[config.mk]
export PLATFORM = sky130hd
export DESIGN_NAME = hsv_to_rgb_converter_core
export DESIGN_NICKNAME = d
export VERILOG_FILES = /design/src/rtl/core/hsv2rgb_pkg.sv /design/src/rtl/core/hsv_to_rgb_converter_core.sv
export SDC_FILE = /design/constraint.sdc
export NUM_CORES = 2
export LEC_CHECK = 0
export BUFFER_PORTS_ARGS = -buffer_cell sky130_fd_sc_hd__buf_4
export CAP_MARGIN = 20
export CORE_MARGIN = 2
export CORE_UTILIZATION = 55
export DETAILED_ROUTE_END_ITERATION = 10
export GPL_ROUTABILITY_DRIVEN = 0
export GPL_TIMING_DRIVEN = 0
export PLACE_DENSITY = 0.76
export SKIP_CTS_REPAIR_TIMING = 1
export SLEW_MARGIN = 20
export SYNTH_ARGS = -nofsm -noshare
export SYNTH_HDL_FRONTEND = slang
export SYNTH_SLANG_ARGS = --single-unit
export TNS_END_PERCENT = 5
[constraint.sdc]
create_clock -name clk -period 6.9 [get_ports clk]
set_input_delay 1.035 -clock clk [delete_from_list [all_inputs] [get_ports clk]]
set_output_delay 1.035 -clock clk [all_outputs]
set_load 0.1 [all_outputs]
[src/rtl/core/hsv2rgb_pkg.sv]
// Package for the HSV to RGB colour converter.
// Holds the beat types, fixed-point constants and hue sector codes.
// Depends on nothing; used by hsv_to_rgb_converter_core.
`default_nettype none

package hsv2rgb_pkg;

	// One in Q1.16 for saturation and brightness.
	localparam logic [16:0] ONE_Q16 = 17'h10000;

	// Hue sectors, each one sixth of a turn.
	localparam logic [2:0] SECTOR_RED_YELLOW    = 3'd0;
	localparam logic [2:0] SECTOR_YELLOW_GREEN  = 3'd1;
	localparam logic [2:0] SECTOR_GREEN_CYAN    = 3'd2;
	localparam logic [2:0] SECTOR_CYAN_BLUE     = 3'd3;
	localparam logic [2:0] SECTOR_BLUE_MAGENTA  = 3'd4;

	typedef struct packed {
		logic [15:0] hue;
		logic [16:0] saturation;
		logic [16:0] brightness;
	} hsv_t;

	typedef struct packed {
		logic [7:0] red;
		logic [7:0] green;
		logic [7:0] blue;
	} rgb_t;

	// Clamp a Q1.16 quantity to the range zero to one.
	function automatic logic [16:0] sat_unit(input logic [16:0] val);
		sat_unit = (val > ONE_Q16) ? ONE_Q16 : val;
	endfunction

endpackage

`default_nettype wire

[src/rtl/core/hsv_to_rgb_converter_core.sv]
// HSV to RGB colour converter: four register stages, one beat per clock.
// The result strobe is registered: a beat passes the stage 1, 2 and 3 registers before done rises.
// Throughput: one beat per clock, set by a fully pipelined datapath whose two
// multipliers sit in separate stages; busy is never raised and the receiver cannot stall.
// Reset: arst_n clears every valid bit at once; no beat survives a reset.
// Depends on hsv2rgb_pkg for beat types, constants and sector codes.
`default_nettype none

module hsv_to_rgb_converter_core (
	input  wire logic               clk,
	input  wire logic               arst_n,
	input  wire logic               start,
	output logic                    busy,
	input  wire hsv2rgb_pkg::hsv_t  hsv,
	output logic                    done,
	output hsv2rgb_pkg::rgb_t       rgb
);
	import hsv2rgb_pkg::*;

	// The pipeline never holds anything back, so a beat may enter every cycle.
	assign busy = 1'b0;

	logic accept;
	assign accept = start && !busy;

	// ------------------------------------------------------------------
	// Stage 1: clamp saturation and brightness, split the hue into its
	// sector and the fraction within it, and form chroma = value * sat.
	// Hue times six is at most 393210, so the sector is never above five.
	// In odd sectors the secondary weight runs downwards, so it becomes
	// one minus the fraction; that is why the weight needs 17 bits.
	// ------------------------------------------------------------------
	logic [16:0] sat_c;
	logic [16:0] val_c;
	logic [18:0] hue6_c;
	logic [16:0] weight_c;
	logic [33:0] chroma_full_c;

	assign sat_c         = sat_unit(hsv.saturation);
	assign val_c         = sat_unit(hsv.brightness);
	assign hue6_c        = {3'b000, hsv.hue} * 19'd6;
	assign weight_c      = hue6_c[16] ? (ONE_Q16 - {1'b0, hue6_c[15:0]})
	                                  : {1'b0, hue6_c[15:0]};
	assign chroma_full_c = {17'd0, val_c} * {17'd0, sat_c};

	logic        valid_s1;
	logic [2:0]  sector_s1;
	logic [16:0] weight_s1;
	logic [16:0] val_s1;
	logic [32:0] chroma_s1;

	// ------------------------------------------------------------------
	// Stage 2: the secondary component x = chroma * weight in Q0.48, which
	// never exceeds one, and the offset m = value - chroma in Q0.32.
	// Since saturation is at most one, chroma never exceeds value and the
	// offset cannot go negative.
	// ------------------------------------------------------------------
	logic [49:0] second_full_c;
	logic [32:0] offset_c;

	assign second_full_c = {17'd0, chroma_s1} * {33'd0, weight_s1};
	assign offset_c      = {val_s1, 16'h0000} - chroma_s1;

	logic        valid_s2;
	logic [2:0]  sector_s2;
	logic [16:0] val_s2;
	logic [48:0] second_s2;
	logic [32:0] offset_s2;

	// ------------------------------------------------------------------
	// Stage 3: the secondary channel level x + m, still in Q0.48.
	// The dominant channel is chroma + m, which is the value itself, and
	// the weakest channel is m alone, so only one sum is needed here.
	// ------------------------------------------------------------------
	logic [48:0] second_sum_c;

	assign second_sum_c = second_s2 + {offset_s2[32:0], 16'h0000};

	logic        valid_s3;
	logic [2:0]  sector_s3;
	logic [16:0] val_s3;
	logic [48:0] second_sum_s3;
	logic [32:0] offset_s3;

	// ------------------------------------------------------------------
	// Stage 4: scale each of the three levels by 255 with a shift and a
	// subtract, keep the integer part, and route the levels to the
	// channels by sector. No level exceeds one, so no result exceeds 255.
	// ------------------------------------------------------------------
	logic [24:0] top_scaled_c;
	logic [56:0] mid_scaled_c;
	logic [40:0] low_scaled_c;
	logic [7:0]  top_lvl_c;
	logic [7:0]  mid_lvl_c;
	logic [7:0]  low_lvl_c;
	rgb_t        rgb_c;

	assign top_scaled_c = {val_s3, 8'h00} - {8'h00, val_s3};
	assign mid_scaled_c = {second_sum_s3, 8'h00} - {8'h00, second_sum_s3};
	assign low_scaled_c = {offset_s3, 8'h00} - {8'h00, offset_s3};
	assign top_lvl_c    = top_scaled_c[23:16];
	assign mid_lvl_c    = mid_scaled_c[55:48];
	assign low_lvl_c    = low_scaled_c[39:32];

	always_comb begin
		case (sector_s3)
			SECTOR_RED_YELLOW: begin
				rgb_c = '{red: top_lvl_c, green: mid_lvl_c, blue: low_lvl_c};
			end
			SECTOR_YELLOW_GREEN: begin
				rgb_c = '{red: mid_lvl_c, green: top_lvl_c, blue: low_lvl_c};
			end
			SECTOR_GREEN_CYAN: begin
				rgb_c = '{red: low_lvl_c, green: top_lvl_c, blue: mid_lvl_c};
			end
			SECTOR_CYAN_BLUE: begin
				rgb_c = '{red: low_lvl_c, green: mid_lvl_c, blue: top_lvl_c};
			end
			SECTOR_BLUE_MAGENTA: begin
				rgb_c = '{red: mid_lvl_c, green: low_lvl_c, blue: top_lvl_c};
			end
			default: begin
				// Magenta back round to red.
				rgb_c = '{red: top_lvl_c, green: low_lvl_c, blue: mid_lvl_c};
			end
		endcase
	end

	// Valid bits travel alongside the data and are the only reset state.
	always_ff @(posedge clk or negedge arst_n) begin
		if (!arst_n) begin
			valid_s1 <= 1'b0;
			valid_s2 <= 1'b0;
			valid_s3 <= 1'b0;
			done     <= 1'b0;
		end else begin
			valid_s1 <= accept;
			valid_s2 <= valid_s1;
			valid_s3 <= valid_s2;
			done     <= valid_s3;
		end
	end

	// Payload registers carry no reset; a stage is loaded only when its
	// valid bit says that a beat is moving into it.
	always_ff @(posedge clk) begin
		if (accept) begin
			sector_s1 <= hue6_c[18:16];
			weight_s1 <= weight_c;
			val_s1    <= val_c;
			chroma_s1 <= chroma_full_c[32:0];
		end
		if (valid_s1) begin
			sector_s2 <= sector_s1;
			val_s2    <= val_s1;
			second_s2 <= second_full_c[48:0];
			offset_s2 <= offset_c;
		end
		if (valid_s2) begin
			sector_s3     <= sector_s2;
			val_s3        <= val_s2;
			second_sum_s3 <= second_sum_c;
			offset_s3     <= offset_s2;
		end
		if (valid_s3) begin
			rgb <= rgb_c;
		end
	end

`ifndef SYNTHESIS
	// An accepted beat always occupies the first stage on the next edge.
	a_accept_fills_s1: assert property (@(posedge clk) disable iff (!arst_n)
		accept |=> valid_s1)
		else $error("accepted beat did not reach stage 1");

	// The secondary level can never rise above the value, i.e. full scale.
	a_second_below_top: assert property (@(posedge clk) disable iff (!arst_n)
		valid_s3 |-> (second_sum_s3 <= {val_s3, 32'h0000_0000}))
		else $error("secondary level exceeds the value");

	// Nor can it fall below the offset, since the secondary part is positive.
	a_second_above_low: assert property (@(posedge clk) disable iff (!arst_n)
		valid_s3 |-> ({offset_s3, 16'h0000} <= second_sum_s3))
		else $error("secondary level below the offset");

	// A result strobe only ever follows a beat in the last stage.
	a_done_from_s3: assert property (@(posedge clk) disable iff (!arst_n)
		done |-> $past(valid_s3))
		else $error("result strobe without a beat in stage 3");
`endif

endmodule

`default_nettype wire

# After elaboration in Yosys (flattened, before gate mapping)
# Index checks and enable logic that the tools add are counted.
# totals
elab_cells,40
ff_bits,302
# classes
n_mul,3
magnitude_cmp,2
n_mux,4
addsub,6
n_eq_ne,4
reduce_logical,1
# op_table
operator,count
24-bit case mux with 5 select lines,1
56-bit by 49-bit subtractor with 56-bit output,1
49-bit adder,1
33-bit by 17-bit multiplier with 49-bit output,1
40-bit by 33-bit subtractor with 40-bit output,1
17-bit greater-than comparator (second input constant),2
17-bit two-way mux,2
17-bit by 17-bit multiplier with 33-bit output,1
33-bit subtractor,1
24-bit by 17-bit subtractor with 24-bit output,1
16-bit by 2-bit multiplier with 18-bit output (second input constant),1
17-bit by 16-bit subtractor with 17-bit output (first input constant),1
16-bit two-way mux,1
3-bit by 2-bit equality test with 1-bit output (second input constant),2
3-bit by 1-bit equality test with 1-bit output (second input constant),1
3-bit equality test (second input constant),1
3-bit logical NOT,1

# Longest topological paths before layout
# logic_depth
depth_word,3
ltp_mapped,31

# Worst setup path before layout
# No wires, ideal clock.
# synth_timing
path_kind,input to register
start,in hsv[10] (netlist bit)
end,reg chroma_s1[32] (data pin)
stages,28
setup_slack_ps,-1012
arrival_ps,7648
setup_ps,264
path_cell_list,nor4_1 > nand4_1 > nand2_1 > clkbuf_1 > nand2_1 > inv_1 > clkbuf_1 > nand2_1 > fa_1 > fa_1 > fa_1 > inv_1 > fa_1 > fa_1 > inv_1 > fa_1 > inv_1 > ha_1 > a21o_1 > a21o_1 > a21oi_1 > o221a_2 > o21ai_1 > a41o_1 > o41ai_2 > o2111ai_1 > o31ai_1 > xnor2_1
# synth_via
elab_chain_len,3
# synth_lines
item,line,text
"start, declared",hsv_to_rgb_converter_core.sv:14,"input wire hsv2rgb_pkg::hsv_t hsv,"
17-bit greater-than comparator,hsv2rgb_pkg.sv:32,sat_unit = (val > ONE_Q16) ? ONE_Q16 : val;
17-bit two-way mux,hsv2rgb_pkg.sv:32,
net val_c[11],hsv_to_rgb_converter_core.sv:34,logic [16:0] val_c;
17-bit by 17-bit multiplier with 33-bit output,hsv_to_rgb_converter_core.sv:44,"assign chroma_full_c = {17'd0, val_c} * {17'd0, sat_c};"
net chroma_full_c[32],hsv_to_rgb_converter_core.sv:37,logic [33:0] chroma_full_c;
"end signal, assigned",hsv_to_rgb_converter_core.sv:151,chroma_s1 <= chroma_full_c[32:0];
"end, declared",hsv_to_rgb_converter_core.sv:50,logic [32:0] chroma_s1;
# The timed path passes the listed nets, and every way through them passes these cells.
# A chain may end at the register's enable or synchronous reset.

# Worst setup path in the final report
# Ends and elaborated chain as after synthesis.

==> summary.md <==
| Metric | Value |
|---|---|
| Outcome | finished, violations left |
| DR iter-0 viols | roughly 3000 |
| Unrepaired setup endpoints after global routing | true |
| Fraction of layout cells with a size suffix above 1 | between 10% and 20% |
| First-pass GRT wire length | approximately 180000 um |
| Final Hold Violating Endpoints | 0 |
| Worst hold path class | input port to async pin |
| Die Wd | between 200 and 300 um |
| Initial Util | between 50% and 60% |
| Residual DRC | 0 |
| Setup violators final | 18 |
| Sequential fraction of the synthesis area | a little over a fifth |
| Maxcap violations | 0 |
| Mapped Nets | about 5500 |
| CTS H-tree lvls | 2 |
| Wirelength per Cell | 20.6 um |
| Failing checks | setup timing |
| Area Growth Syn to Fin | 13.2% |
| CORE AREA | between 70000 and 80000 um2 |
| Syn. warnings | 0 |
| Final clock skew | between 0.05 and 0.06 ns |
| Most used DFF post-synth | edfxtp_1 |
| Overall Global Routing Usage | 29.8% |
| Top Family by Delay on Critical Path | adder cells |
| CTS max path bufs | 3 |
| Final WL | between 100000 and 150000 um |
| Crit path largest cell delay | between 0.5 and 0.6 ns |
| Critical Path Source Type | input port |
| Gate Count Post-Synth | between 4000 and 5000 |
| Hpwl dp | just over 90000 um |
| Via count | ~32000 |
| Synth unique cells | 93 |
| Cell Area, Synth | 42200 um2 |
| Die H | 281 um |
| Antenna-violating nets left | 0 |
| GRT overflow | 0 |
| Top-count cell post-synth | inv_1 |
| Most numerous cell on the critical path | fa_1 |
| WP buf/inv | 8 |
| Worst Setup Slack, final | -0.457 ns |
| Fin Hold WS | between 0.2 and 0.3 ns |
| Synth area leaders | fa_1 31%, edfxtp_1 21%, ha_1 12% |
| Final Util | between 60% and 70% |
| Nets | 5725 |
| CP max stage cell | fa_1 |
| CP Data Required Time | just over 7 ns |
| Slew Viols, Final | 0 |
| Row cnt | approximately 100 |
| Slew at the pin with the worst max-slew slack | approximately 1.0 ns |
| Critical path endpoint category | flip-flop |
| Ports | between 70 and 80 |
| Clock slew at reported path FFs | approximately 0.090 ns |
| Post-synth top cells | 875 x inv_1, 656 x fa_1, 623 x nand2_1 |
| Routed vias/inst | between 5 and 6 |
| Port bufs | 76 |
| Seq cells post-synth | 299 |
| Num CTS Buffers | 34 |
| CP arrival | between 7 and 8 ns |
| Antenna violations before repair | 7 |
| Largest net degree at the start of global routing | slightly above 70 |
| Vias in the first global route | roughly 33000 |
| Crit Path Category | input port to flip-flop |
| CTS tree | yes |
| Period minus WS final | around 7.4 ns |
| Post-Syn Area per Cell | 9.57 um2 |
| EDFF count, synth | slightly below 300 |
| CP Max Fanout | 10 |
| FFs w/ async S/R, synth | about 1.3% |
| DP Worst Slack | -1.78 ns |
| Num Clock Sinks | 299 |
| Fin crit share | 107% |
| Post-synth top area cell | fa_1 |
| Top-area cell type share of the netlist area | 31.1% |
| Die area | 79000 um2 |
| Clk_lat worst skew | around 0.6 ns |
| Max frequency | 136 MHz |
| CTS root buffer | clkbuf_16 |
| Max_slew headroom | between 30% and 40% |
| DRT Pass-1 Iters | 6 |
==> cells in the final DEF, fill, tap and decap left out, types with 77 or more instances in the layout <==
| master | Yosys | routed |
|---|---|---|
| o21ai_0 | 82 | 77 |
| buf_4 | 1 | 185 |
| and2_1 | 251 | 244 |
| xnor2_1 | 135 | 130 |
| inv_1 | 875 | 856 |
| a21o_1 | 80 | 80 |
| ha_1 | 391 | 373 |
| nor2_1 | 207 | 203 |
| a21oi_1 | 148 | 139 |
| fa_1 | 656 | 647 |
| nand2_1 | 623 | 601 |
| edfxtp_1 | 295 | 295 |
==> flip-flops by register name (all words and copies together), names as in the netlist <==
signal,cells
chroma_s1,33
done,1
offset_s2,33
offset_s3,33
rgb,24
second_s2,48
second_sum_s3,48
sector_s1,3
sector_s2,3
sector_s3,3
val_s1,17
val_s2,17
val_s3,17
valid_s1,1
valid_s2,1
valid_s3,1
weight_s1,16
==> metrics by stage <==
step / TNS (ns) / instances / cell area [um2]
floorplan: -1.90 / 4409 / 42500
global placement: -39.70 / 5515 / 44400
detailed placement: -40.77 / 5517 / 44400
CTS: -32.49 / 5577 / 45700
global route: -8.33 / 5680 / 47800
finish: -4.17 / 5681 / 47800
==> cells by family after synthesis <==
kind of cell | Yosys count | share of synthesized area [%]
compound gates | 529 | 8.41
fa+ha+maj | 1047 | 42.7
flops | 299 | 21.2
simple gates | 1304 | 14.3
xor+xnor | 184 | 3.82
mux | 9 | 0.231
buf+inv | 1036 | 9.31
other cells | 1 | 0.00889
==> layout make-up <==
type	count	area, um2
antenna	2	5.00
buffer	135	1060
tap	1030	1290
timing repair buffer	198	1710
inverter	882	3370
timing repair inverter	1	5.00
sequential	299	8970
clock buffer	38	886
multi-input combinational	3074	30100
clock inverter	22	349
fill	5948	28200
==> per-layer routing <==
layer	track usage, %	share of wire, %	up-vias
li1	-	-	14400
met2	48.1	47	1651
met5	0	0.045	-
met1	38.1	38	15900
met4	12.8	5.0	6
met3	7.89	11	420
==> worst register-to-register path: cells and delay by family (launching register included) <==
| family | cells | cell delay, ns |
|---|---|---|
| adder cells (fa/ha/maj) | 7 | 3.32 |
| AO/OA/AOI/OAI | 8 | 1.87 |
| buffers and inverters | 6 | 0.64 |
| flip-flops | 1 | 0.58 |
| XOR/XNOR | 1 | 0.39 |
| AND/OR/NAND/NOR | 2 | 0.29 |
==> final timing paths <==
path                                    startpoint                       to  slack [ns]  cells after the start
min                                         arst_n           done$_DFF_PN0_        0.25                      1
min in group clk              val_s2[14]$_DFFE_PP_     val_s3[14]$_DFFE_PP_        0.42                      0
max in group asynchronous                   arst_n       valid_s2$_DFF_PN0_        6.52                      1
max                                        hsv[10]  chroma_s1[32]$_DFFE_PP_       -0.46                     30
max reg2reg                chroma_s1[11]$_DFFE_PP_  second_s2[43]$_DFFE_PP_       -0.41                     24
min reg2reg                   val_s2[14]$_DFFE_PP_     val_s3[14]$_DFFE_PP_        0.42                      0
Power is left out: the tool's default activity adds up to more than one toggle a clock period on the data nets, which glitch-free logic cannot reach.
